**src/tpfc_pkg.sv**
```systemverilog
// ----------------------------------------------------------------------------
// tpfc_pkg: shared types and constants of the teleoperation force controller
// Payload structs, command and register codes, sequencer states and the
// saturation helper used by the engine and its arithmetic unit.
// ----------------------------------------------------------------------------
package tpfc_pkg;

  localparam int AXES   = 3;
  localparam int AXIS_W = (AXES > 1) ? $clog2(AXES) : 1;
  localparam int ACC_W  = 58;
  localparam int ADDR_W = 4;

  localparam logic [23:0] PROP_GAIN_RST    = 24'd6554;
  localparam logic [23:0] DERIV_GAIN_RST   = 24'd655;
  localparam logic [16:0] SCALE_FACTOR_RST = 17'd32768;

  typedef struct packed {
    logic [2:0]          command;
    logic signed [31:0]  axis_x;
    logic signed [31:0]  axis_y;
    logic signed [31:0]  axis_z;
  } in_item_t;

  typedef struct packed {
    logic signed [31:0]  force_x;
    logic signed [31:0]  force_y;
    logic signed [31:0]  force_z;
  } out_item_t;

  typedef enum logic [2:0] {
    CMD_MEAS_VEL     = 3'd0,
    CMD_PEER_VEL     = 3'd1,
    CMD_M1_VEL       = 3'd2,
    CMD_M2_VEL       = 3'd3,
    CMD_MASTER_FORCE = 3'd4,
    CMD_SLAVE_FORCE  = 3'd5,
    CMD_TICK         = 3'd6
  } cmd_t;

  typedef enum logic [1:0] {
    ROLE_NONE  = 2'd0,
    ROLE_M1    = 2'd1,
    ROLE_M2    = 2'd2,
    ROLE_SLAVE = 2'd3
  } role_t;

  typedef enum logic [1:0] {
    REG_PROP_GAIN    = 2'd0,
    REG_DERIV_GAIN   = 2'd1,
    REG_SCALE_FACTOR = 2'd2,
    REG_ROLE         = 2'd3
  } reg_idx_t;

  typedef struct packed {
    logic [23:0] prop_gain;
    logic [23:0] deriv_gain;
    logic [16:0] scale_factor;
    role_t       role;
  } cfg_t;

  typedef enum logic [2:0] {
    MAC_ADD,
    MAC_SUB,
    MAC_NEG,
    MAC_MUL,
    MAC_MLOAD,
    MAC_MSUB
  } mac_op_t;

  typedef struct packed {
    logic               valid;
    mac_op_t            op;
    logic signed [31:0] a;
    logic signed [31:0] b;
    logic [23:0]        coef;
  } mac_req_t;

  typedef struct packed {
    logic               valid;
    logic signed [31:0] value;
  } mac_rsp_t;

  typedef enum logic [3:0] {
    ST_IDLE,
    ST_SCALE,
    ST_SCALE_WAIT,
    ST_ADD,
    ST_ADD_WAIT,
    ST_ERR,
    ST_ERR_WAIT,
    ST_KP,
    ST_KD,
    ST_PD_WAIT,
    ST_NEG,
    ST_NEG_WAIT,
    ST_TICK,
    ST_TICK_WAIT,
    ST_NEXT,
    ST_OUT
  } seq_state_t;

  function automatic logic signed [31:0] sat32(input logic signed [ACC_W-1:0] v);
    logic signed [31:0] r;
    if ((&v[ACC_W-1:31]) || (~|v[ACC_W-1:31])) begin
      r = v[31:0];
    end else if (v[ACC_W-1]) begin
      r = {1'b1, 31'd0};
    end else begin
      r = {1'b0, {31{1'b1}}};
    end
    return r;
  endfunction

  function automatic logic signed [31:0] in_component(input in_item_t d, input int idx);
    logic signed [31:0] r;
    if (idx == 1) begin
      r = d.axis_y;
    end else if (idx == 2) begin
      r = d.axis_z;
    end else begin
      r = d.axis_x;
    end
    return r;
  endfunction

endpackage

```
**src/tpfc_cfg.sv**
```systemverilog
// ----------------------------------------------------------------------------
// tpfc_cfg: configuration register file
// APB-style port holding the gains, the scale factor and the device role.
// ----------------------------------------------------------------------------
module tpfc_cfg (
  input  logic                        clk,
  input  logic                        rst,
  input  logic                        psel,
  input  logic                        penable,
  input  logic                        pwrite,
  input  logic [tpfc_pkg::ADDR_W-1:0] paddr,
  input  logic [31:0]                 pwdata,
  output logic [31:0]                 prdata,
  output logic                        pready,
  output tpfc_pkg::cfg_t              cfg
);

  logic                wr_en;
  tpfc_pkg::reg_idx_t  idx;

  assign pready = 1'b1;
  assign wr_en  = psel && penable && pwrite;
  assign idx    = tpfc_pkg::reg_idx_t'(paddr[3:2]);

  always_ff @(posedge clk) begin
    if (rst) begin
      cfg.prop_gain    <= tpfc_pkg::PROP_GAIN_RST;
      cfg.deriv_gain   <= tpfc_pkg::DERIV_GAIN_RST;
      cfg.scale_factor <= tpfc_pkg::SCALE_FACTOR_RST;
      cfg.role         <= tpfc_pkg::ROLE_NONE;
    end else if (wr_en) begin
      unique case (idx)
        tpfc_pkg::REG_PROP_GAIN:    cfg.prop_gain    <= pwdata[23:0];
        tpfc_pkg::REG_DERIV_GAIN:   cfg.deriv_gain   <= pwdata[23:0];
        tpfc_pkg::REG_SCALE_FACTOR: cfg.scale_factor <= pwdata[16:0];
        tpfc_pkg::REG_ROLE:         cfg.role         <= tpfc_pkg::role_t'(pwdata[1:0]);
      endcase
    end
  end

  always_comb begin
    unique case (idx)
      tpfc_pkg::REG_PROP_GAIN:    prdata = {8'd0, cfg.prop_gain};
      tpfc_pkg::REG_DERIV_GAIN:   prdata = {8'd0, cfg.deriv_gain};
      tpfc_pkg::REG_SCALE_FACTOR: prdata = {15'd0, cfg.scale_factor};
      tpfc_pkg::REG_ROLE:         prdata = {30'd0, cfg.role};
    endcase
  end

endmodule

```
**config.mk**
```make
export PLATFORM = sky130hd
export DESIGN_NAME = tpfc_cfg
export DESIGN_NICKNAME = d
export VERILOG_FILES = /design/src/tpfc_pkg.sv /design/src/tpfc_cfg.sv
export SDC_FILE = /design/constraint.sdc
export NUM_CORES = 1
export LEC_CHECK = 0
export ABC_AREA = 1
export BUFFER_PORTS_ARGS = -buffer_cell sky130_fd_sc_hd__buf_2
export CAP_MARGIN = 30
export CORE_MARGIN = 3
export CORE_UTILIZATION = 40
export CTS_BUF_LIST = sky130_fd_sc_hd__clkbuf_8
export DETAILED_ROUTE_END_ITERATION = 12
export PLACE_DENSITY = 0.74
export SLEW_MARGIN = 20
export SYNTH_ARGS = -nofsm -noshare
export SYNTH_HDL_FRONTEND = slang
export SYNTH_SLANG_ARGS = --single-unit
export TNS_END_PERCENT = 10
```
**constraint.sdc**
```tcl
create_clock -name clk -period 2.8 [get_ports clk]
set_clock_uncertainty 0.15 [all_clocks]
set_input_delay 0.28 -clock clk [delete_from_list [all_inputs] [get_ports clk]]
set_output_delay 0.28 -clock clk [all_outputs]
set_load 0.02 [all_outputs]
```
# Word-level counts from Yosys, hierarchy flattened
# Index checks and enable logic that the tools add are counted.
dict set report classes {
  muxes 1
  n_reduce_logical 7
  eq_ne 3
}
# cell n
set op_table {}
lappend op_table {{$pmux 32 s4} 1}
lappend op_table {{$reduce_and 2->1} 4}
lappend op_table {{$eq 2x2->1 const B} 2}
lappend op_table {{$eq 2x1->1 const B} 1}
lappend op_table {{$logic_and 1x1->1} 2}
lappend op_table {{$logic_not 2->1} 1}
dict set report word_totals {
  ff_bits 67
  inputBits 41
  elab_cells 15
}

# Depth between registers and ports, before layout
# Gate-level depths: netlist of the first run.
dict set report logic_depth {
  ltp_word 3
  depth_mapped 6
  depth_no_buf 5
}

# Worst setup path after synthesis of the first run
# Ideal clock, no wire load.
dict set report synth_path {
  kind {input to output}
  startpoint {in paddr[3] in the netlist's numbering}
  endpoint {out prdata[18]}
  arrival_ns 0.968
  path_buffers 1
  setup_slack_ns 1.402
  stages 3
  cell_sequence {nor2_1 buf_2 a22o_1}
}
dict set report synth_between {
  elab_chain_cells 2
}
# item line_no
set synth_lines {}
lappend synth_lines {{from (decl)} tpfc_cfg.sv:11} ;# input logic [tpfc_pkg::ADDR_W-1:0] paddr,
lappend synth_lines {{$eq 2x2->1 (tied with other cells)} tpfc_cfg.sv:42} ;# unique case (idx)
lappend synth_lines {{$pmux 32 s4 *} tpfc_cfg.sv:42}
lappend synth_lines {{to (decl)} tpfc_cfg.sv:13} ;# output logic [31:0] prdata,
# Mark *: on every way between the ends. The rest lies on a longest branch, timed or not. The select of a mux whose other input is x is not followed.

# Final worst setup path of the first run
dict set report layout_path {
  startpoint {in paddr[3] in the netlist's numbering}
  endpoint {out prdata[15]}
}
# Same word-level chain as after synthesis.

==> results_dict.tcl, run 1 <==
set metrics [dict create \
    status "complete, no violations" \
    syn_inst 482 \
    die-area_mm2 0.00902 \
    worstPathArrival_ns 1.56 \
    largest_reg_flops 67 \
    antenna_found_initial 0 \
    synth-edff-count 0 \
    path_cells "buf_2, inv_2, nor2_4, buf_4, nand2_1, nand3_1, buf_2" \
    ant_nets 0 \
    globalRouteOverflowTotal 0 \
    drv_cap 0 \
    ir_worst_vdd_uv 296 \
    cts_buffer_depth 2 \
    clk_latency_ns 0.33 \
    fin_cells 696 \
    hold_path_class "primary input to flip-flop" \
    post-route-min-period_ns 1.99 \
    multi_input_area_mm2 0.00153 \
    syn_area_mm2 0.00317 \
    ys.flop_type "dfxtp_1" \
    clock_sinks 67 \
    async_flop_share 0 \
    p_per_area_mw_per_mm2 542 \
    top_regs "cfg x67" \
    critPathCaptureType "primary output" \
    critPathKind "primary input to primary output" \
    finalCritPeriodShare 0.712 \
    max_stage_delay_ns 0.41 \
    clk_pin_slew_worst_paths_ns 0.07 \
    num_vias 3363 \
    cts_setup_buffers 0 \
    slew_violations 0 \
    final_nets 633 \
    core_area_mm2 0.00745 \
    max_freq_mhz 501 \
    cts_tree "yes" \
    hold_buffers 0 \
    setup_viol 0 \
    max_slew_margin 0.513 \
    crit_required_ns 2.37 \
    synth_most_common_cell "nand2_1" \
    cts-root-buf "clkbuf_8" \
    fillers 748 \
    cpMaxStageDelayCell "nor2_4" \
    start_util 0.425 \
    setup-tns-final_ns 0 \
    p_leak_nw 2.09 \
    dp_hpwl_um 5920 \
    grt_util_all_layers 0.201 \
    grt_pass1_wl_um 14200 \
    worst_pin_slew_ns 0.729 \
    rows 31 \
    antenna_cells 0 \
    dr.pass1.iters 4 \
    vias_per_cell 4.83 \
    cts_buffers 9 \
    synth_area_leaders "dfxtp_1 42%, nand2_1 17%, nand3_1 13%, nor2_1 13%, inv_1 3.2%" \
    yosysWarnings 0 \
    finalHoldViolations 0 \
    cp-start-kind "primary input" \
    port_buffers 121 \
    htree_num_levels 3 \
    cp_common_cell "buf_2" \
    grt_max_degree 68 \
    yosysTopAreaCell "dfxtp_1" \
    seq_area_frac_synth 0.424 \
    die_h_um 95.0 \
    place.gp.congestion 0.778 \
    first_global_vias 2999 \
    avgSynthCellArea_um2 6.57 \
    layout-drive-gt1-share 0.260 \
    die_w_um 95.0 \
    wl_per_cell_um 12.7 \
    route.detailed.drc 0 \
    crit_family "buffers and inverters" \
    syn_to_final_growth_pct 26.8 \
    synth_seq_cells 67 \
    seq_area_mm2 0.00134 \
    top_register "cfg" \
    critPathMaxFanout 19 \
    routed_wl_um 8860 \
    drtIter0Drc 131 \
    dp_cells 680 \
    synth.top_cell.area_share 0.424 \
    critPathBufInv 4 \
    cts_resized 0 \
    grt_setup_unrepaired "no" \
    synth.distinct_cells 18 \
    synth_common_cells "140 x nand2_1, 108 x nor2_1, 82 x nand3_1" \
    io_pins 141 \
]
## where the power goes
| group | leakage, nW | switching, mW | internal, mW |
|---|---|---|---|
| Sequential | 0.543 | 0.0163 | 0.974 |
| Clock | 0.117 | 0.363 | 0.546 |
| Combinational | 1.43 | 0.190 | 0.0870 |
## metal layers
| layer | vias to the layer above | track usage | routed length, um |
|---|---|---|---|
| met5 | - | 0 | 0 |
| met4 | 0 | 0.0781 | 52 |
| met3 | 4 | 0.0550 | 750 |
| met2 | 128 | 0.333 | 4220 |
| met1 | 1530 | 0.248 | 3840 |
| li1 | 1701 | - | - |
## final cells by class
type / count / area share
Tap cell: 99 / 0.0309
Clock inverter: 5 / 0.0190
Sequential cell: 67 / 0.334
Multi-Input combinational cell: 356 / 0.382
Inverter: 29 / 0.0271
Timing Repair Buffer: 129 / 0.169
Clock buffer: 11 / 0.0377
## path summary, 6_finish.rpt
kind	startpoint	end	slack [ns]	cells past startpoint
hold reg to reg	cfg[50]$_SDFFE_PP1P_	cfg[50]$_SDFFE_PP1P_	0.33	2
hold / removal	pwdata[2]	cfg[21]$_SDFFE_PP1P_	0.02	3
setup / recovery	paddr[3]	prdata[15]	0.81	7
setup reg to reg	cfg[34]$_SDFFE_PP0P_	cfg[34]$_SDFFE_PP0P_	2.00	2
## placed cells by master, fill, tap and decap left out
cell	count
nand2_1	140
buf_2	121
nor2_1	107
nand3_1	82
dfxtp_1	67
inv_1	27
clkbuf_8	11
conb_1	9
a22o_1	7
buf_4	7
nor2_4	6
inv_2	3
nand4_1	2
bufinv_16	2
nand3_2	1
nor2_2	1
o21ai_0	1
clkinvlp_4	1
clkinv_2	1
buf_12	1
## cell families after synthesis
kind of cell / Yosys count / share of synthesized area
AND/OR/NAND/NOR: 339 / 0.451
AO/OA/AOI/OAI: 8 / 0.0209
buffers and inverters: 66 / 0.102
other: 2 / 0.00237
flip-flops: 67 / 0.424
## through the flow
| step | power, mW | worst slack, ns | instance area, um^2 | utilization | hold WS, ns |
|---|---|---|---|---|---|
| 2_1_floorplan | 1.20 | 1.40 | 3190 | - | 0.256 |
| 3_3_place_gp | 1.29 | 0.814 | 3790 | 0.508 | 0.310 |
| 3_5_place_dp | 1.29 | 0.810 | 3790 | 0.508 | 0.316 |
| 4_1_cts | 2.20 | 0.808 | 4010 | 0.539 | 0.00230 |
| 5_1_grt | 2.27 | 0.705 | 4010 | 0.539 | 0.0114 |
| 6_report | 2.17 | 0.806 | 4010 | 0.539 | 0.0249 |
## worst register-to-register path: stages, from the launching register on
cell and delay, ns:
dfxtp_1 0.35, nor2_1 0.15, nor2_1 0.06
(Power assumes the default switching activity.)
==> run 2: changes to the inputs <==
- clock period: 2.8 -> 1.91 ns (I/O delays scaled with it)
==> run 2 against run 1 <==
  * Flip-flop and latch count did not move
  * Highest routed layer unchanged
  * First-iteration DRC count fell by 5.3%
  * Die area did not move
==> results_dict.tcl, run 2 (same netlist as run 1, synthesis figures left out) <==
set metrics [dict create \
    ant_nets 0 \
    layout-drive-gt1-share 0.256 \
    port_buffers 121 \
    holdWs_ns 0.0325 \
    grt_setup_unrepaired "no" \
    wl_per_cell_um 12.9 \
    max_freq_mhz 646 \
    final_nets 646 \
    io_pins 141 \
    critPathMaxFanout 26 \
    fin_cells 708 \
    place_area_mm2 0.00385 \
    p_per_area_mw_per_mm2 751 \
    postLayoutCellArea_mm2 0.00417 \
    top_register "cfg" \
    slew_violations 0 \
    setup_viol 0 \
    core_area_mm2 0.00745 \
    cts_tree "yes" \
    antenna_cells 0 \
    first_global_vias 3205 \
    clk_pin_slew_worst_paths_ns 0.07 \
    top_regs "cfg x67" \
    setup-tns-final_ns 0 \
    dp_hpwl_um 5970 \
    worstPathArrival_ns 1.21 \
    cts_buffer_depth 2 \
    die_w_um 95.0 \
    place.gp.congestion 0.792 \
    vias_per_cell 4.79 \
    num_vias 3393 \
    critPathKind "primary input to primary output" \
    antenna_found_initial 0 \
    crit_required_ns 1.57 \
    worst_pin_slew_ns 0.536 \
    die-area_mm2 0.00902 \
    routed_wl_um 9140 \
    grt_max_degree 68 \
    clk_latency_ns 0.33 \
    max_slew_margin 0.642 \
    finalHoldViolations 0 \
    cp-start-kind "primary input" \
    die_h_um 95.0 \
    mostFrequentLayoutCell "nand2_1" \
    dr.pass1.iters 4 \
    cts_setup_buffers 0 \
    htree_num_levels 3 \
    final_cell_mix "140 x nand2_1, 121 x buf_2, 107 x nor2_1" \
    post-route-min-period_ns 1.55 \
    p_leak_nw 2.16 \
    route.detailed.drc 0 \
    setup_slack_ns 0.362 \
    finalCritPeriodShare 0.810 \
    fillers 745 \
    rows 31 \
    place_ws_ns 0.345 \
    cts-root-buf "clkbuf_8" \
    dp_cells 682 \
    drtIter0Drc 124 \
    drv_cap 0 \
    finalPower_mw 3.14 \
    largest_reg_flops 67 \
    start_util 0.425 \
    grt_util_all_layers 0.208 \
    grt_pass1_wl_um 14700 \
    ir_worst_vdd_uv 409 \
    hold_path_class "primary input to flip-flop" \
    clock_sinks 67 \
    cts_buffers 9 \
    syn_to_final_growth_pct 31.9 \
    globalRouteOverflowTotal 0 \
    critPathCaptureType "primary output" \
    status "complete, no violations" \
    utilization 0.560 \
]
[run 2: cell count changes in the layout (fill, tap and decap cells not counted), sizes merged]
cell / change
clkinvlp: -1
dlygate4sd3: +11
bufinv: -1
clkinv: -1
clkbuf: +2
buf: +2
[run 2: worst max-delay path, stage by stage]
cell and delay [ns]:
buf_2 0.15, nor2_4 0.31, buf_12 0.22, a22o_1 0.16, buf_2 0.16
[run 2: report_power, final]
part | switching [mW] | internal (mW) | leakage (nW) | total, mW
registers | 0.0231 | 1.43 | 0.543 | 1.45
logic | 0.284 | 0.152 | 1.50 | 0.436
clock network | 0.514 | 0.735 | 0.113 | 1.25
total | 0.821 | 2.31 | 2.16 | 3.14
[run 2: layout make-up]
class                      count  area, um^2  share of cell area
sequential                    67        1340               0.321
timing repair buffer         142         853               0.204
inverter                      29         109              0.0261
clock inverter                 2        33.8             0.00809
multi-input combinational    356        1530               0.368
clock buffer                  13         179              0.0429
tap                           99         124              0.0297
[run 2: what timing repair did]
| action | 4_1_cts | 5_1_grt |
|---|---|---|
| gates resized for setup | 0 | 0 |
| hold endpoints to repair | 14 | 0 |
| hold buffers | 11 | 0 |
[run 2: routing by layer]
layer,up-vias,part of all wire,global-route usage
li1,1733,-,-
met1,1523,0.43,0.237
met2,126,0.48,0.371
met3,11,0.075,0.0518
met4,0,0.014,0.0781
met5,-,0,0
[run 2: path summary, 6_finish.rpt]
| path | from | to | slack [ns] | cells after the start |
|---|---|---|---|---|
| hold reg to reg | cfg[46]$_SDFFE_PP1P_ | cfg[46]$_SDFFE_PP1P_ | 0.33 | 2 |
| setup reg to reg | cfg[11]$_SDFFE_PP0P_ | cfg[11]$_SDFFE_PP0P_ | 1.14 | 2 |
| hold / removal | pwdata[20] | cfg[39]$_SDFFE_PP0P_ | 0.03 | 5 |
| setup / recovery | paddr[3] | prdata[19] | 0.36 | 5 |
==> run 3: changes to the inputs <==
- clock period: 1.91 -> 1.57 ns (I/O delays scaled with it)
==> run 3 against run 2 <==
  * Flip-flop and latch count unchanged
  * Sequential share of layout area decreased by 0.23 points
  * Cell count up 1.4%
  * Hold slack got worse by 0.021 ns
  * Worst setup slack worse by 0.17 ns
  * Final area increased by 0.72%
  * Register-to-register slack lost 0.33 ns
  * First-iteration DRC count increased by 34%
  * Die area stayed put
  * Critical endpoint is now prdata[15]
  * Largest cell class unchanged
  * Largest power group unchanged
==> results_dict.tcl, run 3 (same netlist as run 1, synthesis figures left out) <==
set metrics [dict create \
    dp_hpwl_um 6340 \
    clk_pin_slew_worst_paths_ns 0.07 \
    p_per_area_mw_per_mm2 846 \
    top_regs "cfg x67" \
    crit_path_start "paddr[2]" \
    hold-path-endpoint "cfg[36]$_SDFFE_PP0P_" \
    grt_pass1_wl_um 14700 \
    cts_setup_buffers 0 \
    worstPathArrival_ns 1.07 \
    grt_util_all_layers 0.208 \
    setup_viol 0 \
    clk_latency_ns 0.32 \
    place.gp.congestion 0.807 \
    antenna_found_initial 0 \
    rrSetupSlack_ns 0.81 \
    cts_buffer_depth 2 \
    rr_startpoint "cfg[42]$_SDFFE_PP0P_" \
    p_leak_nw 2.20 \
    die_h_um 95.0 \
    rows 31 \
    rr_endpoint "cfg[42]$_SDFFE_PP0P_" \
    drtIter0Drc 166 \
    top_register "cfg" \
    cp-start-kind "primary input" \
    first_global_vias 3118 \
    hp-start "pwdata[17]" \
    post-route-min-period_ns 1.38 \
    setup_slack_ns 0.193 \
    finalHoldViolations 0 \
    ant_nets 0 \
    dr.pass1.iters 4 \
    cts-root-buf "clkbuf_8" \
    die_w_um 95.0 \
    num_vias 3444 \
    routed_wl_um 9140 \
    cts_buffers 9 \
    syn_to_final_growth_pct 32.8 \
    critPathKind "primary input to primary output" \
    start_util 0.425 \
    critPathCaptureType "primary output" \
    hold_path_class "primary input to flip-flop" \
    largest_reg_flops 67 \
    status "complete, no violations" \
    max_freq_mhz 726 \
    whs_path_depth 5 \
    cts_resized 0 \
    antenna_cells 0 \
    grt_max_degree 68 \
    layout-drive-gt1-share 0.263 \
    core_area_mm2 0.00745 \
    place_area_mm2 0.00391 \
    fillers 768 \
    postLayoutCellArea_mm2 0.00420 \
    dp_cells 690 \
    wl_per_cell_um 12.7 \
    die-area_mm2 0.00902 \
    finalCritPeriodShare 0.877 \
    cts_tree "yes" \
    vias_per_cell 4.80 \
    slew_violations 0 \
    critPathMaxFanout 16 \
    ir_worst_vdd_uv 529 \
    globalRouteOverflowTotal 0 \
    htree_num_levels 3 \
    route.detailed.drc 0 \
    mostFrequentLayoutCell "nand2_1" \
    crit_required_ns 1.26 \
    port_buffers 121 \
    setup-tns-final_ns 0 \
    fin_cells 718 \
    grt_setup_unrepaired "no" \
    drv_cap 0 \
    place_ws_ns 0.181 \
    r2r_cells 2 \
    final_nets 655 \
    clock_sinks 67 \
    final_cell_mix "140 x nand2_1, 121 x buf_2, 107 x nor2_1" \
    io_pins 141 \
]
## run 3: cell types whose count changed in the layout (fill, tap and decap cells not counted)
cell,delta
dlygate4sd3_1,+1
buf_4,+8
bufinv_16,-1
inv_1,+2
clkinv_2,+2
clkbuf_8,-2
## run 3: worst max path at each step
stage | endpoint | slack [ns] | depth (start not counted)
floorplan | prdata[18] | 0.42 | 3
global placement | prdata[15] | 0.19 | 7
detailed placement | cfg[20]$_SDFFE_PP1P_ | 0.18 | 7
CTS | prdata[15] | 0.18 | 7
global route | prdata[12] | 0.08 | 7
finish | prdata[15] | 0.19 | 7
## run 3: metrics by stage
stage	util	power, mW	hold slack, ns
after floorplan	-	2.15	0.133
final	0.565	3.56	0.0113
after CTS	0.565	3.59	0.000253
after global routing	0.565	3.73	0.0376
after global placement	0.525	2.32	0.236
after detailed placement	0.525	2.33	0.244
## run 3: power breakdown
group	internal [mW]	leakage [nW]	switching, mW
sequential	1.74	0.543	0.0286
clock	0.638	0.103	0.608
combinational	0.198	1.55	0.349
## run 3: what timing repair did
action,4_1_cts,5_1_grt
endpoints found under the hold margin,15,0
hold buffers,12,0
setup endpoints to repair,0,0
## run 3: cell type report
type,instances,area (um^2),share of cell area
multi-input combinational,356,1530,0.365
sequential,67,1340,0.319
timing repair buffer,151,923,0.220
clock buffer,11,151,0.0360
tap,99,124,0.0295
inverter,29,109,0.0259
clock inverter,5,21.3,0.00506
## run 3: per-layer routing
layer  up-vias  track usage  routed length [um]
met5         -            0                   0
met4         0       0.0841                 150
met3        12       0.0462                 633
met2       124        0.355                4400
met1      1565        0.252                3960
li1       1743            -                   -
## run 3: worst max-delay path, stage by stage
cell	delay, ns
buf_2	0.17
inv_2	0.08
nor2_4	0.12
buf_4	0.23
nand2_1	0.07
nand3_1	0.08
buf_2	0.17
